`config.mk`:
```
export PLATFORM = sky130hd
export DESIGN_NAME = pcc_row_update
export DESIGN_NICKNAME = d
export VERILOG_FILES = /design/src/rtl/paired_comparison_counter_macros.svh /design/src/rtl/pcc_pkg.sv /design/src/rtl/pcc_row_update.sv
export SDC_FILE = /design/constraint.sdc
export NUM_CORES = 1
export LEC_CHECK = 0
export ABC_AREA = 1
export BUFFER_PORTS_ARGS = -buffer_cell sky130_fd_sc_hd__buf_2
export CORE_AREA = 2 2 409 411
export DETAILED_ROUTE_END_ITERATION = 6
export DIE_AREA = 0 0 411 413
export GPL_ROUTABILITY_DRIVEN = 0
export PLACE_DENSITY_LB_ADDON = 0.25
export SLEW_MARGIN = 30
export SYNTH_ARGS = -nofsm -noshare
export SYNTH_HDL_FRONTEND = slang
export SYNTH_SLANG_ARGS = --single-unit
```
`constraint.sdc`:
```
create_clock -name vclk -period 1.95
set_input_delay 0.195 -clock vclk [all_inputs]
set_output_delay 0.195 -clock vclk [all_outputs]
set_load 0.01 [all_outputs]
```
`src/rtl/paired_comparison_counter_macros.svh`:
```
// Assertion macros shared by the paired comparison counter modules.
`ifndef PAIRED_COMPARISON_COUNTER_MACROS_SVH
`define PAIRED_COMPARISON_COUNTER_MACROS_SVH

// Checks that cons holds in the same cycle as ante.
`define PCC_ASSERT_NOW(label, ante, cons, msg) \
	label: assert property (@(posedge clk) disable iff (!arst_n) (ante) |-> (cons)) \
		else $error(msg);

// Checks that cons holds in the cycle after ante.
`define PCC_ASSERT_NEXT(label, ante, cons, msg) \
	label: assert property (@(posedge clk) disable iff (!arst_n) (ante) |=> (cons)) \
		else $error(msg);

`endif

```
`src/rtl/pcc_pkg.sv`:
```
// Package with the types, constants and helpers of the paired comparison counter.
package pcc_pkg;

	localparam int MAX_ITEMS  = 16;
	localparam int COUNT_BITS = 32;
	localparam int IDX_W      = $clog2(MAX_ITEMS);
	localparam int K_W        = $clog2(MAX_ITEMS + 1);
	localparam int CODE_W     = 5;
	localparam int REQ_W      = 2;
	localparam int RC_W       = 4;
	localparam int OUT_W      = 32;
	localparam int CFG_W      = 5;
	localparam int WIDE_W     = (COUNT_BITS > OUT_W) ? COUNT_BITS : OUT_W;

	localparam logic [REQ_W-1:0] REQ_ENTRY = 2'd0;
	localparam logic [REQ_W-1:0] REQ_READ  = 2'd1;
	localparam logic [REQ_W-1:0] REQ_CLEAR = 2'd2;

	typedef logic [MAX_ITEMS-1:0]  mask_t;
	typedef logic [COUNT_BITS-1:0] counter_t;
	typedef counter_t [MAX_ITEMS-1:0] row_t;
	typedef logic [IDX_W-1:0]      idx_t;

	localparam counter_t COUNT_MAX = '1;

	// Update request for one matrix row, produced when a slot entry is taken.
	typedef struct packed {
		logic  upd;
		idx_t  row;
		mask_t incr;
	} entry_t;

	// Limits a counter to the width of the count output.
	function automatic logic [OUT_W-1:0] clip_count(counter_t c);
		logic [WIDE_W-1:0] w;
		w = WIDE_W'(c);
		if (w > WIDE_W'({OUT_W{1'b1}}))
			return '1;
		return w[OUT_W-1:0];
	endfunction

endpackage

```
`src/rtl/pcc_row_update.sv`:
```
// Saturating increment of the selected counters of one matrix row.
module pcc_row_update
	import pcc_pkg::*;
(
	input  row_t  cur,
	input  mask_t incr,
	output row_t  nxt
);

	always_comb begin
		for (int k = 0; k < MAX_ITEMS; k++) begin
			if (incr[k] && (cur[k] != COUNT_MAX))
				nxt[k] = COUNT_BITS'(cur[k] + 1'b1);
			else
				nxt[k] = cur[k];
		end
	end

endmodule

```
# == Word level (Yosys, flattened, before mapping) ==
# Index checks and enable logic that the tools add are counted.
# word_totals
reg_bits,0
elab_cells,64
output_inout_bits,512
# op_classes
addsub,16
n_eq_ne,16
reduce_logical,16
mux,16
# ops
cell,count
$add A32 B1 Y32 const B,16
$mux W32,16
$ne A32 B32 Y1 const B,16
$logic_and A1 B1 Y1,16

# == Logic depth before layout (Yosys ltp) ==
# depth
depth_word,3
depth_mapped,11
mapped_depth_nobuf,10

# == Worst setup path after synthesis ==
# Ideal clock, no wire load.
# synth_path
kind,input to output
startpoint,input cur[160] (netlist bit)
endpoint,output nxt[160] (netlist bit)
slack_ns,0.244
required_time_ns,1.755
cell_stages,9
n_path_buf,1
arrival_time_ns,1.511
cell_sequence,ha_1 inv_1 nor2_4 nand2_2 nor2_4 a21oi_2 clkbuf_1 nand2_1 nand2_1
# synth_lines
item,line,text
start: declaration,pcc_row_update.sv:5,"input row_t cur,"
end: declaration,pcc_row_update.sv:7,output row_t nxt

==> implementation parameters <==
Parameter                              Value

Run status
  Outcome ... finished with violations
  Violations in the final reports ... setup timing

Die
  Number of standard-cell rows in the floorplan ... 150
  Starting density of the core ... 12.46%
  X dimension of the die ... 411 um
  Die Outline Area ... 169,700 um^2
  Core Region ... 165,900 um^2
  Die height ... 413 um
  Number of I/O pins ... 1,040

Yosys
  Main area contributors after synthesis ... nand2_1 (49%), nor2_1 (16%), inv_1 (7.1%)
  Avg Synthesized Cell Area ... 4.252 um^2
  Part of the Yosys area used for sequential elements ... 0%
  Count of warnings emitted by yosys ... 0
  Cell count after synthesis ... 4,861
  Share of the synthesized area in the top cell type ... 49.19%
  Count of distinct cell types in the synthesized netlist ... 27
  Leading area contributor after synthesis ... nand2_1
  Netlist area before placement ... 20,670 um^2
  Net Count, Synth ... 5,405
  Most common library cells after synthesis ... nand2_1 (2,709), nor2_1 (896), inv_1 (391), nand3_1 (276), nand4_1 (95)
  Leading cell type by number of instances after synthesis ... nand2_1

Power
  Lkg Pwr ... 18.29 nW
  Worst voltage drop across the vdd grid ... 105.6 uV
  Overall power ... 0.006477 W
  Power density relative to cell area ... 186.7 nW/um^2

Timing
  Hold violation total from the final report ... 0
  Max-slew headroom at the worst pin ... 71.71%
  Final Cycle Share ... 101.5%
  Achievable Freq ... 0.5053 GHz
  Setup violation total in the final timing report ... 7
  RSZ-0062 raised after global routing ... yes
  Final critical path time including I/O delays and setup ... 1979 ps
  Setup tns final ... -86.07 ps
  Count of final max-slew check failures ... 0
  Slew at the pin closest to its max-slew limit ... 422.8 ps
  Slack of the critical path ... -28.87 ps

Critical path
  Classification of the worst setup path ... input pin to output pin
  Worst Setup End Kind ... output pin
  Data required time of the critical path ... 1750 ps
  Startpoint Class ... input pin
  CP arrival ... 1780 ps
  Crit Path Max Fanout ... 6

Final layout
  Number of nets in the final layout ... 6,935
  Sequential cell count ... 0
  Footprint of the flip-flops and latches ... 0 um^2
  Clock Buffer Count ... 0
  Fraction of layout instances using a drive strength above 1 ... 30.10%
  Layout overhead on the synthesized area ... 67.81%
  Final core utilization ... 20.91%

Drt
  Via count of the routed design ... 35,910
  TritonRoute pass-1 iters ... 7
  Remaining routing DRC violations ... 0
  Avg WL per Cell ... 18.71 um
  Post-detailed-route count of antenna-violating nets ... 0
  Via/cell ratio ... 4.162
  Total Wirelength ... 161,400 um
  Number of design-rule violations left by the first detailed-router iteration ... 2,532

Placement
  Worst slack at placement ... -828.2 ps
  Port Buffers ... 1,040
  Dpl hpwl ... 145,200 um

Global route
  First-pass GRT wire length ... 220,100 um
  Maximum number of pins on one net before global-route repair ... 30
  Initial antenna violation count ... 67
  Total congestion overflow ... 0
  Total track usage ... 17.46%
  Vias in the first global route ... 31,910

Job
  MaxCap Viol Count ... 0

Min path
  Worst min path class ... input pin to output pin
## timing repair
action | in CTS | in global routing
pin swaps | 29 | 89
buffers inserted | 14 | 17
resized for setup | 160 | 290
hold buffers | 0 | 0
setup endpoints to repair | 212 | 430
gates cloned | 3 | 6
## area by class of cell
type / instances / area, um^2
fillers: 19840 / 131200
multi-input cells: 4378 / 19880
repair buffers: 1611 / 10420
well taps: 2204 / 2758
inverters: 400 / 1540
diodes: 36 / 90.09
## through the flow
stage / hold WS (ps) / instance area, um^2 / cells
6_report: 718.6 / 34690 / 8629
3_5_place_dp: 714.0 / 32590 / 8554
4_1_cts: 716.2 / 33320 / 8570
2_1_floorplan: 477.7 / 20670 / 4861
5_1_grt: 735.6 / 34650 / 8612
3_3_place_gp: 712.7 / 32590 / 8554
## power breakdown
| part | switching [W] | leakage [nW] | internal (W) |
|---|---|---|---|
| registers | 0 | 0 | 0 |
| clock network | 0 | 0.000228 | 0.00000000241 |
| logic | 0.00402 | 18.3 | 0.00246 |
| total | 0.00402 | 18.3 | 0.00246 |
## path summary, 6_finish.rpt
kind              startpoint       end  slack [ps]  depth (start not counted)
setup / recovery    cur[349]  nxt[348]         -30                         13
hold / removal      cur[299]  nxt[299]         720                          4
## metal layers
layer / GRT usage [%] / vias up / wire length (um)
met5: 0 / - / 172
met3: 2.402 / 209 / 10470
met2: 28.83 / 1285 / 73360
met1: 23.72 / 16390 / 72530
met4: 4.339 / 26 / 4902
li1: - / 18000 / -
## placed cells by master (no fill, tap or decap), types with 91 or more instances in the layout
cell	n
nand3_1	268
nand4_1	95
nand2_1	2608
inv_1	384
buf_2	994
nand3b_1	91
nor2_2	97
buf_4	516
nand2_2	91
nor2_1	777
## critical path: stages
cell and delay, ps:
buf_6 80, nand2_2 70, nor2_4 360, nand2_4 120
nor2_4 120, nand2_4 80, nand2_4 80, buf_12 130
buf_12 130, clkbuf_16 160, nand2_1 50, nand2_1 80
buf_6 110
## logic make-up (layout without fill, tap and decap cells)
| family | Yosys count | count (layout) | synth area share [%] |
|---|---|---|---|
| fa+ha+maj | 16 | 16 | 0.9685 |
| compound gates | 66 | 66 | 1.640 |
| buf+inv | 484 | 2011 | 9.721 |
| simple gates | 4120 | 4121 | 80.26 |
| xor+xnor | 175 | 175 | 7.415 |
| other cells | 0 | 36 | 0 |
No activity file was read; power rests on OpenSTA's default activity.
