<file path="config.mk">
export PLATFORM = sky130hd
export DESIGN_NAME = pcc_ranking
export DESIGN_NICKNAME = d
export VERILOG_FILES = /design/src/rtl/pcc_pkg.sv /design/src/rtl/pcc_ranking.sv
export VERILOG_INCLUDE_DIRS = /design/src /design/src/rtl
export SDC_FILE = /design/constraint.sdc
export NUM_CORES = 1
export LEC_CHECK = 0
export ABC_AREA = 0
export BUFFER_PORTS_ARGS = -buffer_cell sky130_fd_sc_hd__buf_4
export CAP_MARGIN = 0
export CORE_MARGIN = 3
export CORE_UTILIZATION = 43
export DETAILED_ROUTE_END_ITERATION = 6
export PLACE_DENSITY = 0.72
export SYNTH_ARGS = -nofsm -noshare
export SYNTH_HDL_FRONTEND = slang
export SYNTH_SLANG_ARGS = --single-unit
</file>
<file path="constraint.sdc">
create_clock -name clk -period 3.7 [get_ports clk]
set_input_delay 0.74 -clock clk [delete_from_list [all_inputs] [get_ports clk]]
set_output_delay 0.74 -clock clk [all_outputs]
set_load 0.01 [all_outputs]
</file>
<file path="src/rtl/paired_comparison_counter_macros.svh">
// Assertion macros shared by the paired comparison counter modules.
`ifndef PAIRED_COMPARISON_COUNTER_MACROS_SVH
`define PAIRED_COMPARISON_COUNTER_MACROS_SVH

// Checks that cons holds in the same cycle as ante.
`define PCC_ASSERT_NOW(label, ante, cons, msg) \
	label: assert property (@(posedge clk) disable iff (!arst_n) (ante) |-> (cons)) \
		else $error(msg);

// Checks that cons holds in the cycle after ante.
`define PCC_ASSERT_NEXT(label, ante, cons, msg) \
	label: assert property (@(posedge clk) disable iff (!arst_n) (ante) |=> (cons)) \
		else $error(msg);

`endif

</file>
<file path="src/rtl/pcc_pkg.sv">
// Package with the types, constants and helpers of the paired comparison counter.
package pcc_pkg;

	localparam int MAX_ITEMS  = 16;
	localparam int COUNT_BITS = 32;
	localparam int IDX_W      = $clog2(MAX_ITEMS);
	localparam int K_W        = $clog2(MAX_ITEMS + 1);
	localparam int CODE_W     = 5;
	localparam int REQ_W      = 2;
	localparam int RC_W       = 4;
	localparam int OUT_W      = 32;
	localparam int CFG_W      = 5;
	localparam int WIDE_W     = (COUNT_BITS > OUT_W) ? COUNT_BITS : OUT_W;

	localparam logic [REQ_W-1:0] REQ_ENTRY = 2'd0;
	localparam logic [REQ_W-1:0] REQ_READ  = 2'd1;
	localparam logic [REQ_W-1:0] REQ_CLEAR = 2'd2;

	typedef logic [MAX_ITEMS-1:0]  mask_t;
	typedef logic [COUNT_BITS-1:0] counter_t;
	typedef counter_t [MAX_ITEMS-1:0] row_t;
	typedef logic [IDX_W-1:0]      idx_t;

	localparam counter_t COUNT_MAX = '1;

	// Update request for one matrix row, produced when a slot entry is taken.
	typedef struct packed {
		logic  upd;
		idx_t  row;
		mask_t incr;
	} entry_t;

	// Limits a counter to the width of the count output.
	function automatic logic [OUT_W-1:0] clip_count(counter_t c);
		logic [WIDE_W-1:0] w;
		w = WIDE_W'(c);
		if (w > WIDE_W'({OUT_W{1'b1}}))
			return '1;
		return w[OUT_W-1:0];
	endfunction

endpackage

</file>
<file path="src/rtl/pcc_ranking.sv">
// Ranking tracker: item count register, unplaced mask and slot position.
`include "paired_comparison_counter_macros.svh"

module pcc_ranking
	import pcc_pkg::*;
(
	input  logic              clk,
	input  logic              arst_n,
	input  logic              cfg_we,
	input  logic [CFG_W-1:0]  cfg_data,
	input  logic              take,
	input  logic              clear,
	input  logic [CODE_W-1:0] item_code,
	output entry_t            entry
);

	localparam int CMP_W = (CODE_W > K_W) ? CODE_W : K_W;

	logic [K_W-1:0] k_q;
	mask_t          mask_q;
	idx_t           slot_q;

	logic           is_last;
	logic           code_ok;
	idx_t           row;
	mask_t          use_mask;
	mask_t          next_mask;
	logic           upd;

	always_comb begin
		is_last   = K_W'(slot_q) >= (k_q - K_W'(1));
		code_ok   = (item_code != '0) && (CMP_W'(item_code) <= CMP_W'(k_q));
		row       = IDX_W'(CODE_W'(item_code - CODE_W'(1)));
		upd       = take && !is_last && code_ok;
		for (int k = 0; k < MAX_ITEMS; k++) begin
			use_mask[k] = K_W'(k) < k_q;
		end
		next_mask = upd ? (mask_q & ~(mask_t'(1) << row)) : mask_q;
		entry.upd  = upd;
		entry.row  = row;
		entry.incr = next_mask & use_mask;
	end

	always_ff @(posedge clk or negedge arst_n) begin
		if (!arst_n) begin
			k_q <= K_W'(MAX_ITEMS);
		end else if (cfg_we) begin
			if (cfg_data < CFG_W'(2))
				k_q <= K_W'(2);
			else if (32'(cfg_data) > 32'(MAX_ITEMS))
				k_q <= K_W'(MAX_ITEMS);
			else
				k_q <= K_W'(cfg_data);
		end
	end

	always_ff @(posedge clk or negedge arst_n) begin
		if (!arst_n) begin
			mask_q <= '1;
			slot_q <= '0;
		end else if (clear || (take && is_last)) begin
			mask_q <= '1;
			slot_q <= '0;
		end else if (take) begin
			mask_q <= next_mask;
			slot_q <= IDX_W'(slot_q + 1'b1);
		end
	end

	// Every placed item used up one slot, so cleared bits never outnumber slots.
	`PCC_ASSERT_NOW(a_placed_le_slot, 1'b1, $countones(~mask_q) <= 32'(slot_q), "mask/slot mismatch")
	`PCC_ASSERT_NEXT(a_clear_restarts, clear, (mask_q == '1) && (slot_q == '0), "clear missed")

endmodule

</file>
Word-level counts from Yosys, hierarchy flattened
Index checks and enable logic that the tools add are counted.
{"block": "op_classes", "addsub": 3, "order_cmp": 20, "shift": 1, "mux": 7, "bitwise_logic": 3, "n_reduce_logical": 8}
{"operator": "$mux W16", "count": 3}
{"operator": "$lt A4 B5 Y1 const A", "count": 8}
{"operator": "$and A16 B16 Y16", "count": 2}
{"operator": "$lt A3 B5 Y1 const A", "count": 4}
{"operator": "$not A16 Y16", "count": 1}
{"operator": "$shl A1 B4 Y16 const A", "count": 1}
{"operator": "$lt A1 B5 Y1 const A", "count": 2}
{"operator": "$lt A2 B5 Y1 const A", "count": 2}
{"operator": "$mux W5", "count": 2}
{"operator": "$mux W4", "count": 2}
{"operator": "$ge A4 B5 Y1", "count": 1}
{"operator": "$gt A5 B5 Y1 const B", "count": 1}
{"operator": "$le A5 B5 Y1", "count": 1}
{"operator": "$lt A5 B2 Y1 const B", "count": 1}
{"operator": "$reduce_bool A5 Y1", "count": 1}
{"operator": "$sub A5 B1 Y5 const B", "count": 1}
{"operator": "$add A4 B1 Y4 const B", "count": 1}
{"operator": "$logic_and A1 B1 Y1", "count": 4}
{"operator": "$sub A4 B1 Y4 const B", "count": 1}
{"operator": "$reduce_bool A2 Y1", "count": 1}
{"operator": "$logic_not A1 Y1", "count": 1}
{"operator": "$logic_or A1 B1 Y1", "count": 1}
{"block": "word_totals", "reg_bits": 25, "inputBits": 15, "out_inout_bits": 21}

Logic depth before layout (Yosys ltp)
{"block": "logic_depth", "word_depth": 8, "ltp_mapped": 10}

Worst setup path before layout
OpenSTA, ideal clock, no wires.
{"block": "synth_timing", "path_kind": "input -> output", "startpoint": "in item_code[4]", "endpoint": "out entry[0] (netlist name)", "arrival_time_ps": 2319, "required_time_ps": 2960, "path_slack_ps": 641, "cell_stages": 6, "path_buffers": 0, "cell_sequence": "ha_1 nand4_1 o221a_2 o21ai_2 nor4_4 a221oi_1"}
{"element": "from (decl)", "line": "pcc_ranking.sv:13", "rtl": "input logic [CODE_W-1:0] item_code,"}
{"element": "to (decl)", "line": "pcc_ranking.sv:14", "rtl": "output entry_t entry"}

==> metrics.cfg <==
[timing]
post-route-period-util = 0.958
slew_violations = 0
slew_headroom = 0.530
finalSetupTns_ns = 0
fin_worst_skew_ns = 0.00291
hold_ws_ns = 0.347
rsz0062_at_grt = no
max_freq_mhz = 282
fin_ws_ns = 0.156
setup_viol = 0
timing.final.crit_period_ns = 3.54
finalHoldViolCount = 0
worst_pin_slew_ns = 0.701

[clock_tree]
cts_buffers = 3
cts_tree = built
cts_root_buffer = clkbuf_8
clk_pin_slew_ns = 0.09
cts_buffer_depth = 2
htree_levels = 1
clk_latency_ns = 0.28
cts.sinks = 25
ctsHoldBuffers = 0

[drt]
avgViaCountPerCell = 5.61
ant_nets = 0
first_pass_iters = 4
top_layer = met4
vias = 1656
route.detailed.drc = 0
wl_met1_microns = 2160
wl_met2_microns = 2040
drt_iter0_markers = 108
met3_length_microns = 353
wire_per_inst_microns = 15.8
routed_wl_microns = 4670

[cells_and_area]
final_core_util = 0.560
syn_to_final_growth_pct = 24.5
drive_gt1_frac = 0.371
finalNonFillerCells = 295
final_cell_area_sq_um = 2270
layout.nets = 278
n_antenna_cell = 0

[die]
fp.dieH_microns = 71.1
io_pins = 36
coreArea_sq_um = 4060
die_w_microns = 71.1
num_rows = 23
start_util = 0.450
die_area_sq_um = 5060

[power_and_ir_drop]
ir_drop_mv = 0.152
power.density_nw_per_um2 = 339
p_total_mw = 0.771
leakage_nw = 1.01

[yosys]
synthFlopType = dfstp_2
synthArstFlopShare = 1.00
synth.largest_area_cell = dfstp_2
synth_cells = 200
synth_area_leaders = dfstp_2 24%, ha_1 12%, dfrtp_1 11%, nor2_1 6.0%, a21oi_1 5.2%
ys_warn_count = 0
synth.avg_cell_area_sq_um = 9.12
synth.top_cell.area_share = 0.245
yosysSeqAreaShare = 0.355
yosys-top-cells-count = 29 x nor2_1, 19 x a21oi_1, 17 x dfstp_2, 17 x ha_1
yosys.cell_count.top_type = nor2_1
syn_nets = 232
yosysUniqueCellTypes = 41
synth_area_sq_um = 1820
synth_edf_count = 0
ys_ff_latch = 25

[grt]
grt_overflow = 0
grt_max_degree = 26
antenna_found_initial = 0
grt_pass1_vias = 1557
grt_usage = 0.200
grt_pass1_wl_microns = 7960

[status]
status = completed

[setup_path]
crit_arrival_ns = 2.80
cp_max_fo = 6
timing.setup.critical_path_class = flop to output port
timing.critical_path.cells = inv_1 -> ha_1 -> ha_1 -> a2111oi_4 -> nor3_4 -> nor4_4 -> buf_4 -> a21oi_1 -> buf_4
cp_slowest_stage_delay_ns = 0.47
critical_path_required_ns = 2.96
cp-end-kind = output port
regToRegSetupSlack_ns = 0.96
cp-start-kind = flop
cp_slowest_cell = dfrtp_1

[job]
maxCapViolCount = 0

[place]
portBuffers = 35
dpl_worst_slack_ns = 0.294
place_area_sq_um = 2180
dp_hpwl_microns = 3560
place_inst = 288
place_congestion = 0.870

[min_path]
hold_class = input port to asynchronous set/reset pin

## placed cells by master, fill, tap and decap left out, types with 4 or more instances in the layout
cell type / count
nor3_1: 5
a31oi_1: 9
dfstp_2: 17
inv_1: 14
a21oi_1: 19
o21ai_0: 14
nor2_1: 28
ha_1: 17
nor4_4: 4
dfrtp_1: 6
xnor2_1: 6
buf_4: 50
nand2_1: 15
## report_power, final
group | switching (mW) | internal (mW)
sequential | 0.0136 | 0.287
combinational | 0.163 | 0.135
clock | 0.0958 | 0.0766
total | 0.272 | 0.499
## worst max-delay path, delay by kind of cell, from the launching register on
kind / cells / cell delay (ns)
adder cells (fa/ha/maj): 2 / 0.61
AO/OA/AOI/OAI: 2 / 0.53
flip-flops: 1 / 0.47
buffers and inverters: 3 / 0.46
AND/OR/NAND/NOR: 2 / 0.46
## final timing paths
kind | depth (start not counted) | to | startpoint
worst max-delay path | 9 | entry[12] | k_q[1]
worst min-delay path | 1 | slot_q[0] | arst_n
worst max register to register | 10 | mask_q[7] | k_q[1]
worst min register to register | 2 | mask_q[2] | mask_q[2]
max in group asynchronous | 1 | mask_q[10] | arst_n
min in group clk | 2 | mask_q[2] | mask_q[2]
## logic make-up (layout without fill, tap and decap cells)
| group | count (synthesis) | in the layout | share of synthesized area |
|---|---|---|---|
| buf+inv | 26 | 71 | 0.0665 |
| compound gates | 59 | 59 | 0.217 |
| simple gates | 64 | 64 | 0.201 |
| mux | 1 | 1 | 0.00549 |
| fa+ha+maj | 17 | 17 | 0.117 |
| xor+xnor | 8 | 8 | 0.0384 |
| flops | 25 | 25 | 0.355 |
## state kept, by name, indices dropped and copies added (netlist names)
signal,count
k_q,5
slot_q,4
mask_q,16
## per-layer routing
layer | vias up | track usage
li1 | 798 | -
met1 | 776 | 0.291
met2 | 71 | 0.303
met3 | 11 | 0.0313
met4 | 0 | 0.0668
met5 | - | 0
## what timing repair did
item | in CTS | in global routing
endpoints found under the setup margin | 5 | 16
pin swaps | 0 | 2
buffers inserted | 0 | 3
cloned | 0 | 0
hold endpoints to repair | 0 | 0
resized for setup | 1 | 5
## area by class of cell
class                           count  area, sq um
Inverter                           17         63.8
Clock buffer                        3         41.3
Tap cell                           50         62.6
Clock inverter                      1         7.51
Sequential cell                    25          649
Timing Repair Buffer               50          375
Fill cell                         363         1790
Multi-Input combinational cell    149         1070
No activity file was read; power rests on OpenSTA's default activity.
